===== src/hw/rtl/colt_pkg.sv =====
// ----------------------------------------------------------------------------
// colt_pkg
// Shared types and codes of the cursor overlay lock tracker.
// ----------------------------------------------------------------------------
package colt_pkg;

  localparam int DIM_BITS = 13;

  typedef enum logic [2:0] {
    REQ_SHAPE  = 3'd0,
    REQ_MOVE   = 3'd1,
    REQ_LOCK   = 3'd2,
    REQ_UNLOCK = 3'd3,
    REQ_FREE   = 3'd4
  } req_t;

  localparam logic ACT_RESTORE = 1'b0;
  localparam logic ACT_DRAW    = 1'b1;

  localparam logic [1:0] CFG_DESKTOP_W = 2'd0;
  localparam logic [1:0] CFG_DESKTOP_H = 2'd1;
  localparam logic [1:0] CFG_SHAPE_EN  = 2'd2;

  localparam logic [DIM_BITS-1:0] DESKTOP_W_RST = 13'd1024;
  localparam logic [DIM_BITS-1:0] DESKTOP_H_RST = 13'd768;

  typedef struct packed {
    logic [DIM_BITS-1:0] width;
    logic [DIM_BITS-1:0] height;
    logic                shape_en;
  } cfg_t;

  typedef struct packed {
    logic                action;
    logic [DIM_BITS-1:0] x;
    logic [DIM_BITS-1:0] y;
    logic [DIM_BITS-1:0] w;
    logic [DIM_BITS-1:0] h;
    logic                last;
  } cmd_t;

endpackage


===== src/hw/rtl/cursor_overlay_lock_tracker_core.sv =====
// ----------------------------------------------------------------------------
// cursor_overlay_lock_tracker_core
// Software cursor tracker: events in, clipped restore and draw commands out.
// ----------------------------------------------------------------------------
// Each input beat is one cursor event (shape set, move, lock, unlock, free)
// and yields zero, one or two output beats, the last one marked by tlast.
// An event that yields two commands keeps the next event waiting until its
// second command is issued, since the output register issues one command per beat.
// A command reaches the output register by way of the input register and the
// tracker's pending commands. Configuration writes are taken at any time but
// must only be made while no event is in flight.
module cursor_overlay_lock_tracker_core #(
  parameter int COORD_BITS = 14
) (
  input  logic                                     clk,
  input  logic                                     rst,
  input  logic                                     s_tvalid,
  output logic                                     s_tready,
  // rect_x, rect_y, rect_w, rect_h, zero padding
  input  logic [8*((2*COORD_BITS+2*colt_pkg::DIM_BITS+7)/8)-1:0] s_tdata,
  // req_type
  input  logic [2:0]                               s_tuser,
  output logic                                     m_tvalid,
  input  logic                                     m_tready,
  // out_x, out_y, out_w, out_h, zero padding
  output logic [8*((4*colt_pkg::DIM_BITS+7)/8)-1:0] m_tdata,
  // action
  output logic                                     m_tuser,
  output logic                                     m_tlast,
  input  logic                                     cfg_valid,
  output logic                                     cfg_ready,
  input  logic [1:0]                               cfg_index,
  input  logic [colt_pkg::DIM_BITS-1:0]            cfg_data
);
  import colt_pkg::*;

  localparam int S_BITS = 2*COORD_BITS + 2*DIM_BITS;
  localparam int S_PAD  = 8*((S_BITS+7)/8) - S_BITS;
  localparam int M_BITS = 4*DIM_BITS;
  localparam int M_PAD  = 8*((M_BITS+7)/8) - M_BITS;

  cfg_t cfg;

  logic                         in_valid;
  logic [2:0]                   in_type;
  logic signed [COORD_BITS-1:0] in_x, in_y;
  logic [DIM_BITS-1:0]          in_w, in_h;
  logic                         item_take, cmd_valid, cmd_pop;
  cmd_t                         cmd;

  assign cfg_ready = 1'b1;
  assign s_tready  = !in_valid || item_take;
  assign cmd_pop   = cmd_valid && (!m_tvalid || m_tready);

  always_ff @(posedge clk) begin
    if (rst) begin
      cfg.width    <= DESKTOP_W_RST;
      cfg.height   <= DESKTOP_H_RST;
      cfg.shape_en <= 1'b1;
    end else if (cfg_valid) begin
      unique case (cfg_index)
        CFG_DESKTOP_W: cfg.width    <= cfg_data;
        CFG_DESKTOP_H: cfg.height   <= cfg_data;
        CFG_SHAPE_EN:  cfg.shape_en <= cfg_data[0];
        default: begin
        end
      endcase
    end
  end

  always_ff @(posedge clk) begin
    if (rst) begin
      in_valid <= 1'b0;
      m_tvalid <= 1'b0;
    end else begin
      if (s_tvalid && s_tready) begin
        in_valid <= 1'b1;
      end else if (item_take) begin
        in_valid <= 1'b0;
      end
      if (cmd_pop) begin
        m_tvalid <= 1'b1;
      end else if (m_tready) begin
        m_tvalid <= 1'b0;
      end
    end
  end

  always_ff @(posedge clk) begin
    if (s_tvalid && s_tready) begin
      in_type <= s_tuser;
      in_x    <= s_tdata[COORD_BITS-1:0];
      in_y    <= s_tdata[2*COORD_BITS-1:COORD_BITS];
      in_w    <= s_tdata[2*COORD_BITS+DIM_BITS-1:2*COORD_BITS];
      in_h    <= s_tdata[S_BITS-1:2*COORD_BITS+DIM_BITS];
    end
    if (cmd_pop) begin
      m_tdata <= {{M_PAD{1'b0}}, cmd.h, cmd.w, cmd.y, cmd.x};
      m_tuser <= cmd.action;
      m_tlast <= cmd.last;
    end
  end

  colt_tracker #(
    .COORD_BITS (COORD_BITS)
  ) u_tracker (
    .clk        (clk),
    .rst        (rst),
    .cfg        (cfg),
    .item_valid (in_valid),
    .req_type   (in_type),
    .rect_x     (in_x),
    .rect_y     (in_y),
    .rect_w     (in_w),
    .rect_h     (in_h),
    .item_take  (item_take),
    .cmd_valid  (cmd_valid),
    .cmd        (cmd),
    .cmd_pop    (cmd_pop)
  );

  // padding bits of the slave beat carry nothing
  logic unused_pad;
  assign unused_pad = ^{1'b0, s_tdata[S_BITS + S_PAD - 1:S_BITS]};

endmodule


===== src/hw/rtl/colt_tracker.sv =====
// ----------------------------------------------------------------------------
// colt_tracker
// Cursor and lock state, per-event command pair and desktop clipping.
// ----------------------------------------------------------------------------
module colt_tracker #(
  parameter int COORD_BITS = 14
) (
  input  logic                           clk,
  input  logic                           rst,
  input  colt_pkg::cfg_t                 cfg,
  input  logic                           item_valid,
  input  logic [2:0]                     req_type,
  input  logic signed [COORD_BITS-1:0]   rect_x,
  input  logic signed [COORD_BITS-1:0]   rect_y,
  input  logic [colt_pkg::DIM_BITS-1:0]  rect_w,
  input  logic [colt_pkg::DIM_BITS-1:0]  rect_h,
  output logic                           item_take,
  output logic                           cmd_valid,
  output colt_pkg::cmd_t                 cmd,
  input  logic                           cmd_pop
);
  import colt_pkg::*;

  localparam int AW = ((COORD_BITS > DIM_BITS) ? COORD_BITS : DIM_BITS) + 3;
  localparam logic signed [AW-1:0] UNIT = AW'(1);
  localparam logic signed [AW-1:0] ZERO = '0;

  typedef struct packed {
    logic signed [AW-1:0]  x;
    logic signed [AW-1:0]  y;
    logic [DIM_BITS-1:0]   w;
    logic [DIM_BITS-1:0]   h;
  } geo_t;

  logic cursor_valid, cursor_hidden, lock_valid;
  logic cursor_valid_next, cursor_hidden_next, lock_valid_next;
  logic signed [AW-1:0] lock_l, lock_t, lock_r, lock_b;
  logic signed [AW-1:0] lock_l_next, lock_t_next, lock_r_next, lock_b_next;
  logic signed [COORD_BITS-1:0] pos_x, pos_y, pos_x_next, pos_y_next;
  logic [DIM_BITS-1:0] cur_w, cur_h, hot_x, hot_y;
  logic [DIM_BITS-1:0] cur_w_next, cur_h_next, hot_x_next, hot_y_next;

  logic p0, p1;
  geo_t g0, g1;

  logic signed [AW-1:0] ex, ey, ew, eh, ex_r, ey_b, hx, hy, ncx, ncy;
  logic overlap_next, c0, c1, ev_free;
  geo_t geo_old, geo_new, geo_sel;
  logic [2*DIM_BITS-1:0] clip_x, clip_y;

  function automatic logic [2*DIM_BITS-1:0] clip_axis(
    input logic signed [AW-1:0] p,
    input logic [DIM_BITS-1:0]  s,
    input logic [DIM_BITS-1:0]  lim
  );
    logic signed [AW-1:0] a, b, e_lim;
    begin
      a     = p;
      b     = AW'(s);
      e_lim = AW'(lim);
      if (a < ZERO) begin
        b = b + a;
        a = ZERO;
      end else if (a + b > e_lim) begin
        b = e_lim - a;
      end
      if (b < ZERO) begin
        a = ZERO;
        b = ZERO;
      end
      return {b[DIM_BITS-1:0], a[DIM_BITS-1:0]};
    end
  endfunction

  always_comb begin
    ex   = AW'(rect_x);
    ey   = AW'(rect_y);
    ew   = AW'(rect_w);
    eh   = AW'(rect_h);
    ex_r = ex + ew;
    ey_b = ey + eh;
    hx   = (ex < ew - UNIT) ? ex : ew - UNIT;
    hy   = (ey < eh - UNIT) ? ey : eh - UNIT;
    if (hx < ZERO) begin
      hx = ZERO;
    end
    if (hy < ZERO) begin
      hy = ZERO;
    end

    cursor_valid_next  = cursor_valid;
    cursor_hidden_next = cursor_hidden;
    lock_valid_next    = lock_valid;
    lock_l_next        = lock_l;
    lock_t_next        = lock_t;
    lock_r_next        = lock_r;
    lock_b_next        = lock_b;
    pos_x_next         = pos_x;
    pos_y_next         = pos_y;
    cur_w_next         = cur_w;
    cur_h_next         = cur_h;
    hot_x_next         = hot_x;
    hot_y_next         = hot_y;

    unique case (req_t'(req_type))
      REQ_SHAPE: begin
        if (rect_w != '0 && rect_h != '0 && cfg.shape_en) begin
          cur_w_next = rect_w;
          cur_h_next = rect_h;
          hot_x_next = hx[DIM_BITS-1:0];
          hot_y_next = hy[DIM_BITS-1:0];
        end
      end
      REQ_MOVE: begin
        pos_x_next = rect_x;
        pos_y_next = rect_y;
      end
      REQ_LOCK: begin
        if (!lock_valid) begin
          lock_l_next = ex;
          lock_t_next = ey;
          lock_r_next = ex_r;
          lock_b_next = ey_b;
        end else begin
          lock_l_next = (ex < lock_l) ? ex : lock_l;
          lock_t_next = (ey < lock_t) ? ey : lock_t;
          lock_r_next = (ex_r > lock_r) ? ex_r : lock_r;
          lock_b_next = (ey_b > lock_b) ? ey_b : lock_b;
        end
      end
      default: begin
      end
    endcase

    ncx = AW'(pos_x_next) - AW'(hot_x_next);
    ncy = AW'(pos_y_next) - AW'(hot_y_next);
    overlap_next = (lock_l_next < ncx + $signed(AW'(cur_w_next))) &&
                   (lock_t_next < ncy + $signed(AW'(cur_h_next))) &&
                   (lock_r_next > ncx) && (lock_b_next > ncy);

    c0 = 1'b0;
    c1 = 1'b0;
    unique case (req_t'(req_type))
      REQ_SHAPE: begin
        c0 = cursor_valid && !cursor_hidden;
        cursor_valid_next = 1'b0;
        if (rect_w != '0 && rect_h != '0 && cfg.shape_en) begin
          c1                 = 1'b1;
          cursor_hidden_next = 1'b0;
          lock_valid_next    = 1'b0;
          cursor_valid_next  = 1'b1;
        end
      end
      REQ_MOVE: begin
        if (cursor_valid && !cursor_hidden) begin
          c0                 = 1'b1;
          cursor_hidden_next = 1'b1;
        end
        if (cursor_valid && !(lock_valid && overlap_next)) begin
          c1                 = 1'b1;
          cursor_hidden_next = 1'b0;
        end
      end
      REQ_LOCK: begin
        if (cursor_valid) begin
          lock_valid_next = 1'b1;
          if (!cursor_hidden && overlap_next) begin
            c0                 = 1'b1;
            cursor_hidden_next = 1'b1;
          end
        end else begin
          lock_l_next = lock_l;
          lock_t_next = lock_t;
          lock_r_next = lock_r;
          lock_b_next = lock_b;
        end
      end
      REQ_UNLOCK: begin
        if (cursor_valid) begin
          if (cursor_hidden) begin
            c1                 = 1'b1;
            cursor_hidden_next = 1'b0;
          end
          lock_valid_next = 1'b0;
        end
      end
      REQ_FREE: begin
        c0 = cursor_valid && !cursor_hidden;
        cursor_valid_next = 1'b0;
      end
      default: begin
      end
    endcase

    geo_old.x = AW'(pos_x) - AW'(hot_x);
    geo_old.y = AW'(pos_y) - AW'(hot_y);
    geo_old.w = cur_w;
    geo_old.h = cur_h;
    geo_new.x = ncx;
    geo_new.y = ncy;
    geo_new.w = cur_w_next;
    geo_new.h = cur_h_next;
  end

  assign ev_free   = !(p0 || p1) || (cmd_pop && !(p0 && p1));
  assign item_take = item_valid && ev_free;
  assign cmd_valid = p0 || p1;

  always_comb begin
    geo_sel    = p0 ? g0 : g1;
    clip_x     = clip_axis(geo_sel.x, geo_sel.w, cfg.width);
    clip_y     = clip_axis(geo_sel.y, geo_sel.h, cfg.height);
    cmd.action = p0 ? ACT_RESTORE : ACT_DRAW;
    cmd.x      = clip_x[DIM_BITS-1:0];
    cmd.w      = clip_x[2*DIM_BITS-1:DIM_BITS];
    cmd.y      = clip_y[DIM_BITS-1:0];
    cmd.h      = clip_y[2*DIM_BITS-1:DIM_BITS];
    cmd.last   = p0 ? !p1 : 1'b1;
  end

  always_ff @(posedge clk) begin
    if (rst) begin
      cursor_valid  <= 1'b0;
      cursor_hidden <= 1'b0;
      lock_valid    <= 1'b0;
      pos_x         <= '0;
      pos_y         <= '0;
      cur_w         <= '0;
      cur_h         <= '0;
      hot_x         <= '0;
      hot_y         <= '0;
      p0            <= 1'b0;
      p1            <= 1'b0;
    end else begin
      if (item_take) begin
        cursor_valid  <= cursor_valid_next;
        cursor_hidden <= cursor_hidden_next;
        lock_valid    <= lock_valid_next;
        pos_x         <= pos_x_next;
        pos_y         <= pos_y_next;
        cur_w         <= cur_w_next;
        cur_h         <= cur_h_next;
        hot_x         <= hot_x_next;
        hot_y         <= hot_y_next;
        p0            <= c0;
        p1            <= c1;
      end else if (cmd_pop) begin
        if (p0) begin
          p0 <= 1'b0;
        end else begin
          p1 <= 1'b0;
        end
      end
    end
  end

  always_ff @(posedge clk) begin
    if (item_take) begin
      lock_l <= lock_l_next;
      lock_t <= lock_t_next;
      lock_r <= lock_r_next;
      lock_b <= lock_b_next;
      g0     <= geo_old;
      g1     <= geo_new;
    end
  end

endmodule

===== config.mk =====
export PLATFORM = sky130hd
export DESIGN_NAME = cursor_overlay_lock_tracker_core
export DESIGN_NICKNAME = d
export VERILOG_FILES = /design/src/hw/rtl/colt_pkg.sv /design/src/hw/rtl/cursor_overlay_lock_tracker_core.sv /design/src/hw/rtl/colt_tracker.sv
export SDC_FILE = /design/constraint.sdc
export NUM_CORES = 1
export LEC_CHECK = 0
export BUFFER_PORTS_ARGS = -buffer_cell sky130_fd_sc_hd__buf_2
export CAP_MARGIN = 20
export CORE_MARGIN = 4
export CORE_UTILIZATION = 45
export DETAILED_ROUTE_END_ITERATION = 7
export PLACE_DENSITY = 0.74
export SLEW_MARGIN = 15
export SYNTH_ARGS = -nofsm -noshare
export SYNTH_HDL_FRONTEND = slang
export SYNTH_HIERARCHICAL = 1
export SYNTH_SLANG_ARGS = --single-unit

===== constraint.sdc =====
create_clock -name clk -period 13.1 [get_ports clk]
set_input_delay 2.62 -clock clk [delete_from_list [all_inputs] [get_ports clk]]
set_output_delay 2.62 -clock clk [all_outputs]
set_load 0.02 [all_outputs]

# ---- Word-level counts from Yosys, hierarchy flattened
# Index checks and enable logic that the tools add are counted.
dict set report classes {
  n_addsub 14
  multipliers 0
  div 0
  magnitude_cmp 18
  eq_ne 12
  shift 0
  n_mux 68
  bitwise 0
  n_reduce_logical 46
}
# cell count
set ops {}
lappend ops {{$mux 17} 26}
lappend ops {{$mux 13} 10}
lappend ops {{$lt 17x1->1 const B} 6}
lappend ops {{$gt 17x17->1} 4}
lappend ops {{$mux 60} 1}
lappend ops {{$sub 14x14->15} 4}
lappend ops {{$add 14x17->17} 2}
lappend ops {{$add 17x14->17} 2}
lappend ops {{$gt 17x14->1} 2}
lappend ops {{$lt 14x17->1} 2}
lappend ops {{$lt 17x17->1} 2}
lappend ops {{$sub 14x17->17} 2}
lappend ops {{$add 14x14->15} 2}
lappend ops {{$lt 14x14->1} 2}
lappend ops {{$mux 14} 2}
lappend ops {{$sub 13x1->14 const B} 2}
lappend ops {{$reduce_bool 13->1} 2}
lappend ops {{$mux 1} 24}
lappend ops {{$logic_and 1x1->1} 14}
lappend ops {{$reduce_and 2->1} 6}
lappend ops {{$pmux 1 s3} 3}
lappend ops {{$ne 2x1->1 const B} 4}
lappend ops {{$reduce_bool 2->1} 4}
lappend ops {{$logic_not 1->1} 7}
lappend ops {{other kinds (17)} 23}
dict set report word_totals {
  register_bits 413
  latch_bits 0
  mem_bits_rw 0
  mem_bits_ro 0
  n_memories 0
}

# ---- Longest topological paths before layout
# Gate-level depths: netlist of run 1.
dict set report depth {
  word_depth 19
  ltp_mapped 45
}

# ---- By module
# The synthesis of run 1 kept the hierarchy.
# module n_inst cells_per_inst area_each_um2 seq_area_each_um2
set modules_own_cells {}
lappend modules_own_cells {colt_tracker 1 2758 24237.0 7106.8}
lappend modules_own_cells {cursor_overlay_lock_tracker_core 1 238 4611.9 3913.8}

# ---- Worst setup path after synthesis of run 1
# Ideal clock, no wire load.
dict set report synth_timing {
  path_kind {input -> output}
  startpoint {input m_tready}
  endpoint {output s_tready}
  arrival_ps 8355
  setup_slack_ps 2125
  stages 7
  path_cell_list {nand2b_1 > and2_1 > nor2b_1 > o21ai_0 > inv_2 > clkbuf_1 > nand2b_1}
}
dict set report synth_via {
  elab_chain_len 6
}
# item line_no
set synth_rtl {}
lappend synth_rtl {{start, declared} cursor_overlay_lock_tracker_core.sv:24} ;# input logic m_tready,
lappend synth_rtl {{$logic_or 1x1->1} cursor_overlay_lock_tracker_core.sv:53} ;# assign cmd_pop = cmd_valid && (!m_tvalid || m_tready);
lappend synth_rtl {{$logic_and 1x1->1} cursor_overlay_lock_tracker_core.sv:53}
lappend synth_rtl {{named net cmd_pop} cursor_overlay_lock_tracker_core.sv:48} ;# logic item_take, cmd_valid, cmd_pop;
lappend synth_rtl {{$logic_and 1x1->1} colt_tracker.sv:205} ;# assign ev_free = !(p0 || p1) || (cmd_pop && !(p0 && p1));
lappend synth_rtl {{$logic_or 1x1->1} colt_tracker.sv:205}
lappend synth_rtl {{$logic_and 1x1->1} colt_tracker.sv:206} ;# assign item_take = item_valid && ev_free;
lappend synth_rtl {{named net item_take} cursor_overlay_lock_tracker_core.sv:48}
lappend synth_rtl {{$logic_or 1x1->1} cursor_overlay_lock_tracker_core.sv:52} ;# assign s_tready = !in_valid || item_take;
lappend synth_rtl {{end, declared} cursor_overlay_lock_tracker_core.sv:18} ;# output logic s_tready,
# The timed path passes the listed nets, and every way through them passes these cells.

# ---- Worst setup path after layout of run 1
dict set report layout_timing {
  startpoint {register in_h[1]}
  endpoint {register u_tracker.cursor_hidden}
}
dict set report layout_via {
  elab_chain_len 18
  word_cells_on_any_way 42
  cone_classes {add/sub (6); order compare (7); eq/ne (3); mux (15); reduce/logical (11)}
}
# item line_no
set layout_rtl {}
lappend layout_rtl {{start, declared} cursor_overlay_lock_tracker_core.sv:47} ;# logic [DIM_BITS-1:0] in_w, in_h;
lappend layout_rtl {{start signal, assigned} cursor_overlay_lock_tracker_core.sv:95} ;# in_h <= s_tdata[S_BITS-1:2*COORD_BITS+DIM_BITS];
lappend layout_rtl {{$sub 13x1->14} colt_tracker.sv:83} ;# hy = (ey < eh - UNIT) ? ey : eh - UNIT;
lappend layout_rtl {{$lt 14x14->1} colt_tracker.sv:83}
lappend layout_rtl {{$mux 17} colt_tracker.sv:83}
lappend layout_rtl {{$lt 17x1->1} colt_tracker.sv:87} ;# if (hy < ZERO) begin
lappend layout_rtl {{$mux 13} colt_tracker.sv:87}
lappend layout_rtl {{$mux 13 *} colt_tracker.sv:107} ;# if (rect_w != '0 && rect_h != '0 && cfg.shape_en) begin
lappend layout_rtl {{$mux 13 *} colt_tracker.sv:105} ;# unique case (req_t'(req_type))
lappend layout_rtl {{$sub 14x14->15 *} colt_tracker.sv:136} ;# ncy = AW'(pos_y_next) - AW'(hot_y_next);
lappend layout_rtl {{named net u_tracker.ncy[3]} colt_tracker.sv:46} ;# logic signed [AW-1:0] ex, ey, ew, eh, ex_r, ey_b, hx, hy, ncx, ncy;
lappend layout_rtl {{[... 2 more ...]} --}
lappend layout_rtl {{$logic_and 1x1->1} colt_tracker.sv:137} ;# overlap_next = (lock_l_next < ncx + $signed(AW'(cur_w_next))) &&
lappend layout_rtl {{$logic_and 1x1->1} colt_tracker.sv:138} ;# (lock_t_next < ncy + $signed(AW'(cur_h_next))) &&
lappend layout_rtl {{$logic_and 1x1->1 *} colt_tracker.sv:139} ;# (lock_r_next > ncx) && (lock_b_next > ncy);
lappend layout_rtl {{$logic_and 1x1->1} colt_tracker.sv:159} ;# if (cursor_valid && !(lock_valid && overlap_next)) begin
lappend layout_rtl {{$logic_not 1->1} colt_tracker.sv:159}
lappend layout_rtl {{$logic_and 1x1->1} colt_tracker.sv:159}
lappend layout_rtl {{$ne 3x1->1 (no source line) or $mux 1 (tied branches)} --}
lappend layout_rtl {{$reduce_and 7->1 (no source line) or $pmux 1 s4 (tied branches)} --}
lappend layout_rtl {{end signal, assigned} colt_tracker.sv:237} ;# cursor_hidden <= cursor_hidden_next;
lappend layout_rtl {{end, declared} colt_tracker.sv:35} ;# logic cursor_valid, cursor_hidden, lock_valid;
# The timed path passes the listed nets; every way through them passes the cells marked *.
# A chain may end at the register's enable or synchronous reset.

==> results of run 1 <==
==> logic make-up (layout without fill, tap and decap cells) <==
| group | Yosys count | after routing | synth area share |
|---|---|---|---|
| buf+inv | 349 | 494 | 0.0479 |
| simple gates | 940 | 940 | 0.157 |
| other cells | 2 | 7 | 0.000260 |
| mux | 179 | 179 | 0.0668 |
| fa+ha+maj | 356 | 356 | 0.158 |
| xor+xnor | 142 | 142 | 0.0431 |
| compound gates | 623 | 623 | 0.146 |
| flops | 405 | 405 | 0.382 |
==> metal layers <==
layer	routed length, um	share of wire	track usage
met1	33800	0.44	0.300
met2	34100	0.45	0.353
met3	6120	0.080	0.0445
met4	2230	0.029	0.0676
met5	38	0.00050	0
==> power by group <==
part           total, mW  internal (mW)  switching [mW]  leakage (nW)
Combinational       1.39          0.546           0.847          8.76
Clock               1.33          0.780           0.546         0.752
Sequential          1.54           1.48          0.0573          3.70
==> cell type report <==
type / count / area, um^2 / share of cell area
Multi-Input combinational cell: 2245 / 16500 / 0.516
Sequential cell: 405 / 11000 / 0.345
Clock buffer: 52 / 1200 / 0.0376
Tap cell: 846 / 1060 / 0.0331
Inverter: 252 / 948 / 0.0297
Timing Repair Buffer: 160 / 881 / 0.0276
Clock inverter: 30 / 334 / 0.0105
Antenna cell: 2 / 5.00 / 0.000157
==> cells in the mapped netlist (6+ instances only) <==
master,number
sky130_fd_sc_hd__ha_1,344
sky130_fd_sc_hd__nand2_1,330
sky130_fd_sc_hd__edfxtp_1,291
sky130_fd_sc_hd__inv_1,250
sky130_fd_sc_hd__nor2_1,201
sky130_fd_sc_hd__a21oi_1,182
sky130_fd_sc_hd__dfxtp_1,114
sky130_fd_sc_hd__mux2_2,100
sky130_fd_sc_hd__o21ai_0,99
sky130_fd_sc_hd__xnor2_1,94
sky130_fd_sc_hd__mux2i_1,74
sky130_fd_sc_hd__nand4_1,63
sky130_fd_sc_hd__nand3_1,60
sky130_fd_sc_hd__nor3_1,59
sky130_fd_sc_hd__nand2b_1,57
sky130_fd_sc_hd__a21o_1,50
sky130_fd_sc_hd__clkbuf_1,49
sky130_fd_sc_hd__xor2_1,48
sky130_fd_sc_hd__o21a_1,46
sky130_fd_sc_hd__nor2b_1,41
sky130_fd_sc_hd__a211oi_1,34
sky130_fd_sc_hd__and3_1,34
sky130_fd_sc_hd__buf_2,27
sky130_fd_sc_hd__o311a_1,25
sky130_fd_sc_hd__or3_1,24
sky130_fd_sc_hd__o21ai_1,19
sky130_fd_sc_hd__o311ai_1,18
sky130_fd_sc_hd__a31oi_1,16
sky130_fd_sc_hd__or2_2,14
sky130_fd_sc_hd__o21bai_1,13
sky130_fd_sc_hd__a21boi_0,12
sky130_fd_sc_hd__buf_1,12
sky130_fd_sc_hd__fa_1,12
sky130_fd_sc_hd__o211ai_1,11
sky130_fd_sc_hd__a221o_1,10
sky130_fd_sc_hd__nor4_1,10
sky130_fd_sc_hd__and2_1,8
sky130_fd_sc_hd__buf_4,8
sky130_fd_sc_hd__a211o_1,6
sky130_fd_sc_hd__o31ai_1,6
sky130_fd_sc_hd__or4_1,6
==> through the flow <==
stage,total power [mW],utilization,hold slack (ps),std cells
after detailed placement,2.92,0.480,442,3907
after global routing,4.49,0.505,468,3990
after global placement,2.89,0.480,439,3907
final,4.25,0.505,452,3992
after CTS,4.26,0.504,451,3989
after floorplan,2.55,-,429,2999
==> how the worst min path moves through the flow <==
stage,slack [ps],end,startpoint
after floorplan,430,u_tracker/g0[14],u_tracker/cur_w[1]
after CTS,450,u_tracker/g0[18],u_tracker/cur_w[5]
after detailed placement,440,u_tracker/g0[10],u_tracker/cur_h[10]
after global routing,470,u_tracker/g0[18],u_tracker/cur_w[5]
after global placement,440,u_tracker/g0[18],u_tracker/cur_w[5]
final,450,u_tracker/g0[18],u_tracker/cur_w[5]
==> worst register-to-register path: cells and delay by family (launching register included) <==
family | cells | cell delay, ps
compound gates | 20 | 4850
simple gates | 11 | 2880
fa+ha+maj | 5 | 1430
xor+xnor | 2 | 620
flops | 1 | 560
buf+inv | 2 | 330
==> flip-flops by register name (all words and copies together), names as in the netlist, 3 cells and up <==
name              flops
u_tracker/hot_x      13
u_tracker/cur_h      13
u_tracker/lock_r     17
in_y                 14
u_tracker/hot_y      13
in_type               3
u_tracker/g0         56
in_x                 14
u_tracker/pos_x      14
u_tracker/cur_w      13
cfg                  27
u_tracker/lock_l     17
u_tracker/lock_b     17
in_h                 13
u_tracker/lock_t     17
in_w                 13
m_tdata              52
u_tracker/g1         56
u_tracker/pos_y      14
==> metrics.sh, run 1 <==
REG_TO_REG_START='in_h[1]'
MAXSLEWVIOLCOUNT=0
WORSTHOLDPATHCELLS=0
VIA_PER_INST=5.74
CTS.REPAIR.RESIZED=0
RD_PLACE_CONGESTION=0.933
WORST-ENDPOINT-REQUIRED_PS=13590
SYNTH.YOSYS.SEQ_AREA_SHARE=0.382
WORST-PATH-BUF-INV=2
TOTALNEGATIVESETUPSLACK_PS=0
CTS_ROOT_BUFFER='sky130_fd_sc_hd__clkbuf_16'
ANTENNA_VIOLATING_NETS_POST_ROUTE=0
FFS_W_ASYNC_S_R_SYNTH=0
ROUTE.DETAILED.WL_PER_INST_UM=19.1
R2R.WORST_PATH.CELLS=40
POSTLAYOUTSETUPSLACKWORST_PS=2330
CP_SLOWEST_CELL='sky130_fd_sc_hd__and2_1'
SYNTHESIS.AREA_PER_INSTANCE_UM2=9.63
SYNTH_LARGEST_TYPE_AREA_FRACTION=0.303
FF2FF_SETUP_SLACK_PS=2330
CTS_MADE_BUFFERS=44
DIE_Y_EXTENT_UM=261
DIEWIDTH_UM=261
TIMING.HOLD.WORST.CLASS='reg2reg'
CP-END-KIND='flop'
DRIVE_ABOVE_1_SHARE=0.121
SETUP.WORST_PATH.START_CLASS='flop'
DIE_AREA_UM2=68200
CRITPATHMOSTFREQUENTCELL='sky130_fd_sc_hd__ha_1'
FINALHOLDVIOLATIONS=0
YOSYS_WARNINGS=6
SYNTH-EDFF-COUNT=291
POST-SYNTH-TOP-AREA-CELL='sky130_fd_sc_hd__edfxtp_1'
SYNTH_CELL_TYPE_COUNT=96
STATUS='completed'
GRT_FIRST_PASS_WIRELENGTH_MM=119
TIMING.FINAL.SETUP_VIOLATIONS=0
TIMING_WORST_SLEW_PIN_VALUE_PS=1090
SYNTH_SEQ_CELLS=405
DRT_FIRST_PASS_ITERS=5
TIMING.CRITICAL_PATH.ARRIVAL_PS=11260
DPL.HPWL_MM=58.4
FINISH.NET_COUNT=3543
WORST_SKEW_PAIR.LATE_LATENCY_PS=600
NUM_IO_PINS=140
CLOCK.FMAX_MHz=92.9
FP.COREAREA_UM2=63300
GRT_SETUP_UNREPAIRED='no'
FINALCRITPERIODSHARE=0.822
CRIT_PATH_START='in_h[1]'
DESIGN_AREA_UM2=31900
HTREE_NUM_LEVELS=2
FIRST_GLOBAL_VIAS=22002
CAP_VIOLATIONS=0
DETAILEDPLACE.WORSTSLACK_PS=2530
CRITICAL_PATH.ENDPOINT='u_tracker/cursor_hidden'
SYN-INSTANCE-COUNT=2996
CP_MAX_FO=26
ROUTED_WIRELENGTH_MM=76.3
DETAILED_ROUTE_VIA_COUNT=22924
RR_ENDPOINT='u_tracker/cursor_hidden'
SYNTHTOPCELLSBYAREA='sky130_fd_sc_hd__edfxtp_1 30%, sky130_fd_sc_hd__ha_1 15%, sky130_fd_sc_hd__dfxtp_1 7.9%'
GRT_START_MAX_NET_PINS=77
PLACED_AREA_UM2=30400
GRT-OVFL-TOTAL=0
CP_NUM_CELLS=40
POST_SYNTH_INSTANCE_AREA_UM2=28800
CLK_TRANSITION_REPORTED_PATHS_PS=70
CTS_HOLD_REPAIR.BUFFERS=0
IO_BUFFERS=132
CTS_NUM_SINKS=405
WORSTSETUPPATHTYPE='reg2reg'
LAYOUT.CELLS.MOST_COMMON='sky130_fd_sc_hd__ha_1'
CORE.ROWCOUNT=92
INITIAL_CORE_UTIL=0.456
SLOWEST_DELAY_PS=850
VDD_DROP_MAX_V=0.0000902
YS.FLOP_TYPE='sky130_fd_sc_hd__edfxtp_1'
MOST-COMMON-LAYOUT-CELLS='344 x sky130_fd_sc_hd__ha_1, 330 x sky130_fd_sc_hd__nand2_1, 291 x sky130_fd_sc_hd__edfxtp_1, 250 x sky130_fd_sc_hd__inv_1, 200 x sky130_fd_sc_hd__nor2_1'
DRT_ITER0_DRC=1948
FIN_CRIT_PS=10770
ANTENNA_VIOLATIONS_BEFORE_REPAIR=6
SYN_TO_FINAL_GROWTH_PCT=10.7
CLOCK_TREE_SKEW_AFTER_FINAL_LAYOUT_PS=24.5
MAX_SLEW_MARGIN=0.268
TOTAL_LEAKAGE_POWER_nW=13.2
TRITONCTS='done'
POST_CTS_BUFFERS=0
POWER-PER-CELL-AREA_nW_PER_UM2=133
POST-ROUTE-DRC-COUNT=0
NFILLCELLS=5812
CRITICAL-PATH-TOP-DELAY-FAMILY='compound AO/OA/AOI/OAI gates'
CTS-ROOT-TO-SINK-BUFFERS=3
GLOBAL_ROUTE.USAGE.TOTAL=0.220
Note: power is estimated with default switching activity, not from simulation.
==> run 2: changes to the inputs <==
--- a/config.mk
+++ b/config.mk
@@ -10,7 +10,7 @@
 export CORE_MARGIN = 4
 export CORE_UTILIZATION = 45
 export DETAILED_ROUTE_END_ITERATION = 7
-export PLACE_DENSITY = 0.74
+export PLACE_DENSITY = 0.76
 export SLEW_MARGIN = 15
 export SYNTH_ARGS = -nofsm -noshare
 export SYNTH_HDL_FRONTEND = slang
==> constraint.sdc (replaced) <==
create_clock -name clk -period 9.85 [get_ports clk]
set_input_delay 1.97 -clock clk [delete_from_list [all_inputs] [get_ports clk]]
set_output_delay 1.97 -clock clk [all_outputs]
set_load 0.02 [all_outputs]
==> run 2 against run 1 <==
Compared with the run above:
- flip-flop and latch count did not move
- worst setup slack got worse by 1800 ps
- wire length rose by 0.23%
- combinational power rose by 41%
- total power rose by 34%
- clock-buffer cell count rose by 6
- hold slack improved by 7.5 ps
==> metrics.sh, run 2 (synthesis gave the netlist of run 1 again) <==
GRT_SETUP_UNREPAIRED='no'
MAXSLEWVIOLCOUNT=0
CTS_HOLD_REPAIR.BUFFERS=0
CP_SLOWEST_CELL='sky130_fd_sc_hd__fa_1'
HTREE_NUM_LEVELS=2
GLOBAL_ROUTE.USAGE.TOTAL=0.219
GRT_UTIL_MET2=0.350
NFILLCELLS=5679
TRITONCTS='done'
NET-SWITCHING-POWER_mW=1.93
WORSTHOLDPATHCELLS=0
CTS_ROOT_BUFFER='sky130_fd_sc_hd__clkbuf_16'
POWER.COMBINATIONAL.FRACTION=0.344
LAYOUT.CELLS.MOST_COMMON='sky130_fd_sc_hd__ha_1'
TIMING.HOLD.WORST.CLASS='reg2reg'
RR_ENDPOINT='u_tracker/p1'
PLACE_INST=3965
CRIT_PATH_START='in_h[1]'
DRT_ITER0_DRC=1873
FINISH.NET_COUNT=3608
WORST-PATH-BUF-INV=5
GRT_UTIL_MET3=0.0400
WORSTSETUPPATHTYPE='reg2reg'
DETAILEDPLACE.WORSTSLACK_PS=332
CAP_VIOLATIONS=0
DIEWIDTH_UM=261
FINALHOLDVIOLATIONS=0
CRITICAL-PATH-TOP-DELAY-FAMILY='compound AO/OA/AOI/OAI gates'
SHARE_CLK_OF_TOTAL_POWER=0.299
CLOCK.FMAX_MHz=107
DRT_FIRST_PASS_ITERS=6
GRT_FIRST_PASS_WIRELENGTH_MM=119
GLOBALROUTEMET1UTIL=0.303
R2R.WORST_PATH.CELLS=42
IO_BUFFERS=132
POWER-PER-CELL-AREA_nW_PER_UM2=176
WORST_SKEW_PAIR.LATE_LATENCY_PS=590
SEQPWRFRAC=0.357
REGAREA_UM2=11000
CLOCK_TREE_SKEW_AFTER_FINAL_LAYOUT_PS=21.7
CP-END-KIND='flop'
INITIAL_CORE_UTIL=0.456
WORST-ENDPOINT-REQUIRED_PS=10320
FINALCRITPERIODSHARE=0.949
FF2FF_SETUP_SLACK_PS=500
TIMING.FINAL.SETUP_VIOLATIONS=0
MAX_SLEW_MARGIN=0.238
MULTI_INPUT_COMB_AREA_UM2=16600
REGISTERS_WITH_THE_MOST_FLIP_FLOPS='u_tracker/g0 x56, u_tracker/g1 x56, m_tdata x52'
ANTENNA_VIOLATING_NETS_POST_ROUTE=0
STATUS='completed'
CTS_MADE_BUFFERS=45
ROUTED_WIRELENGTH_MM=76.5
TIMING_WORST_SLEW_PIN_VALUE_PS=1140
CTS_NUM_SINKS=405
DETAILED_ROUTE_VIA_COUNT=23089
TOTAL_LEAKAGE_POWER_nW=13.5
RD_PLACE_CONGESTION=0.938
VIA_PER_INST=5.69
DIE_Y_EXTENT_UM=261
MIN_FROM='u_tracker/cur_h[5]'
FIRST_GLOBAL_VIAS=22124
TIMING.CRITICAL_PATH.ARRIVAL_PS=9820
NUM_IO_PINS=140
CORE.ROWCOUNT=92
MOST-COMMON-LAYOUT-CELLS='344 x sky130_fd_sc_hd__ha_1, 330 x sky130_fd_sc_hd__nand2_1, 291 x sky130_fd_sc_hd__edfxtp_1, 250 x sky130_fd_sc_hd__inv_1, 200 x sky130_fd_sc_hd__nor2_1'
CTS-ROOT-TO-SINK-BUFFERS=3
GRT_START_MAX_NET_PINS=77
TOP_USAGE_LAYER='met2'
DIE_AREA_UM2=68200
DRIVE_ABOVE_1_SHARE=0.140
REG_TO_REG_START='in_h[1]'
SYN_TO_FINAL_GROWTH_PCT=12.5
SLOWEST_DELAY_PS=440
FIN_CRIT_PS=9350
HOLDPATHEND='u_tracker/g0[5]'
CP_MAX_FO=5
POSTLAYOUTSETUPSLACKWORST_PS=503
VDD_DROP_MAX_V=0.000123
POWER.SWITCHING_FRACTION=0.339
FP.COREAREA_UM2=63300
CLK_TRANSITION_REPORTED_PATHS_PS=60
SETUP.WORST_PATH.START_CLASS='flop'
FINALNONFILLERCELLS=4056
ROUTE.DETAILED.WL_PER_INST_UM=18.9
GRT-OVFL-TOTAL=0
POST-ROUTE-DRC-COUNT=0
ANTENNA_VIOLATIONS_BEFORE_REPAIR=6
POWER.INTERNAL_mW=3.77
DPL.HPWL_MM=59.0
TOTALNEGATIVESETUPSLACK_PS=0
## run 2: how the worst max path moves through the flow
| stage | to | slack [ps] | depth (start not counted) |
|---|---|---|---|
| 6_report | u_tracker/p1 | 500 | 42 |
| 5_1_grt | u_tracker/cursor_hidden | 30 | 44 |
| 4_1_cts | u_tracker/p1 | 280 | 42 |
| 3_5_place_dp | u_tracker/p1 | 330 | 42 |
| 3_3_place_gp | u_tracker/p1 | 470 | 41 |
| 2_1_floorplan | s_tready | 170 | 7 |
## run 2: power groups by stage
stage / Combinational (mW) / Clock [mW] / Sequential (mW)
finish: 1.96 / 1.70 / 2.04
global route: 2.17 / 1.81 / 2.04
CTS: 1.92 / 1.74 / 2.03
detailed placement: 1.90 / 0 / 2.07
global placement: 1.86 / 0 / 2.07
floorplan: 1.34 / 0 / 2.06
## run 2: final cells by class
class / instances / area share
diodes: 2 / 0.000154
clock buffers: 58 / 0.0375
clock inverters: 24 / 0.00818
inverters: 252 / 0.0292
multi-input cells: 2245 / 0.511
flip-flops and latches: 405 / 0.340
well taps: 846 / 0.0326
repair buffers: 224 / 0.0416
## run 2: metrics by stage
stage	utilization	power [mW]	hold WS, ps	cell area (um^2)
after floorplan	-	3.39	429	28900
after global placement	0.487	3.93	439	30800
after detailed placement	0.487	3.97	447	30800
after CTS	0.510	5.69	461	32300
after global routing	0.512	6.02	478	32400
final	0.512	5.70	459	32400
## run 2: timing repair
action / in CTS / in global routing
setup endpoints to repair: 0 / 3
buffers inserted: 0 / 6
gates resized for setup: 0 / 17
## run 2: per-layer routing
layer  routed length [um]  up-vias
met5                   35        -
met3                 6190      152
met1                34100    10833
met2                33500      818
li1                     -    11280
met4                 2550        6
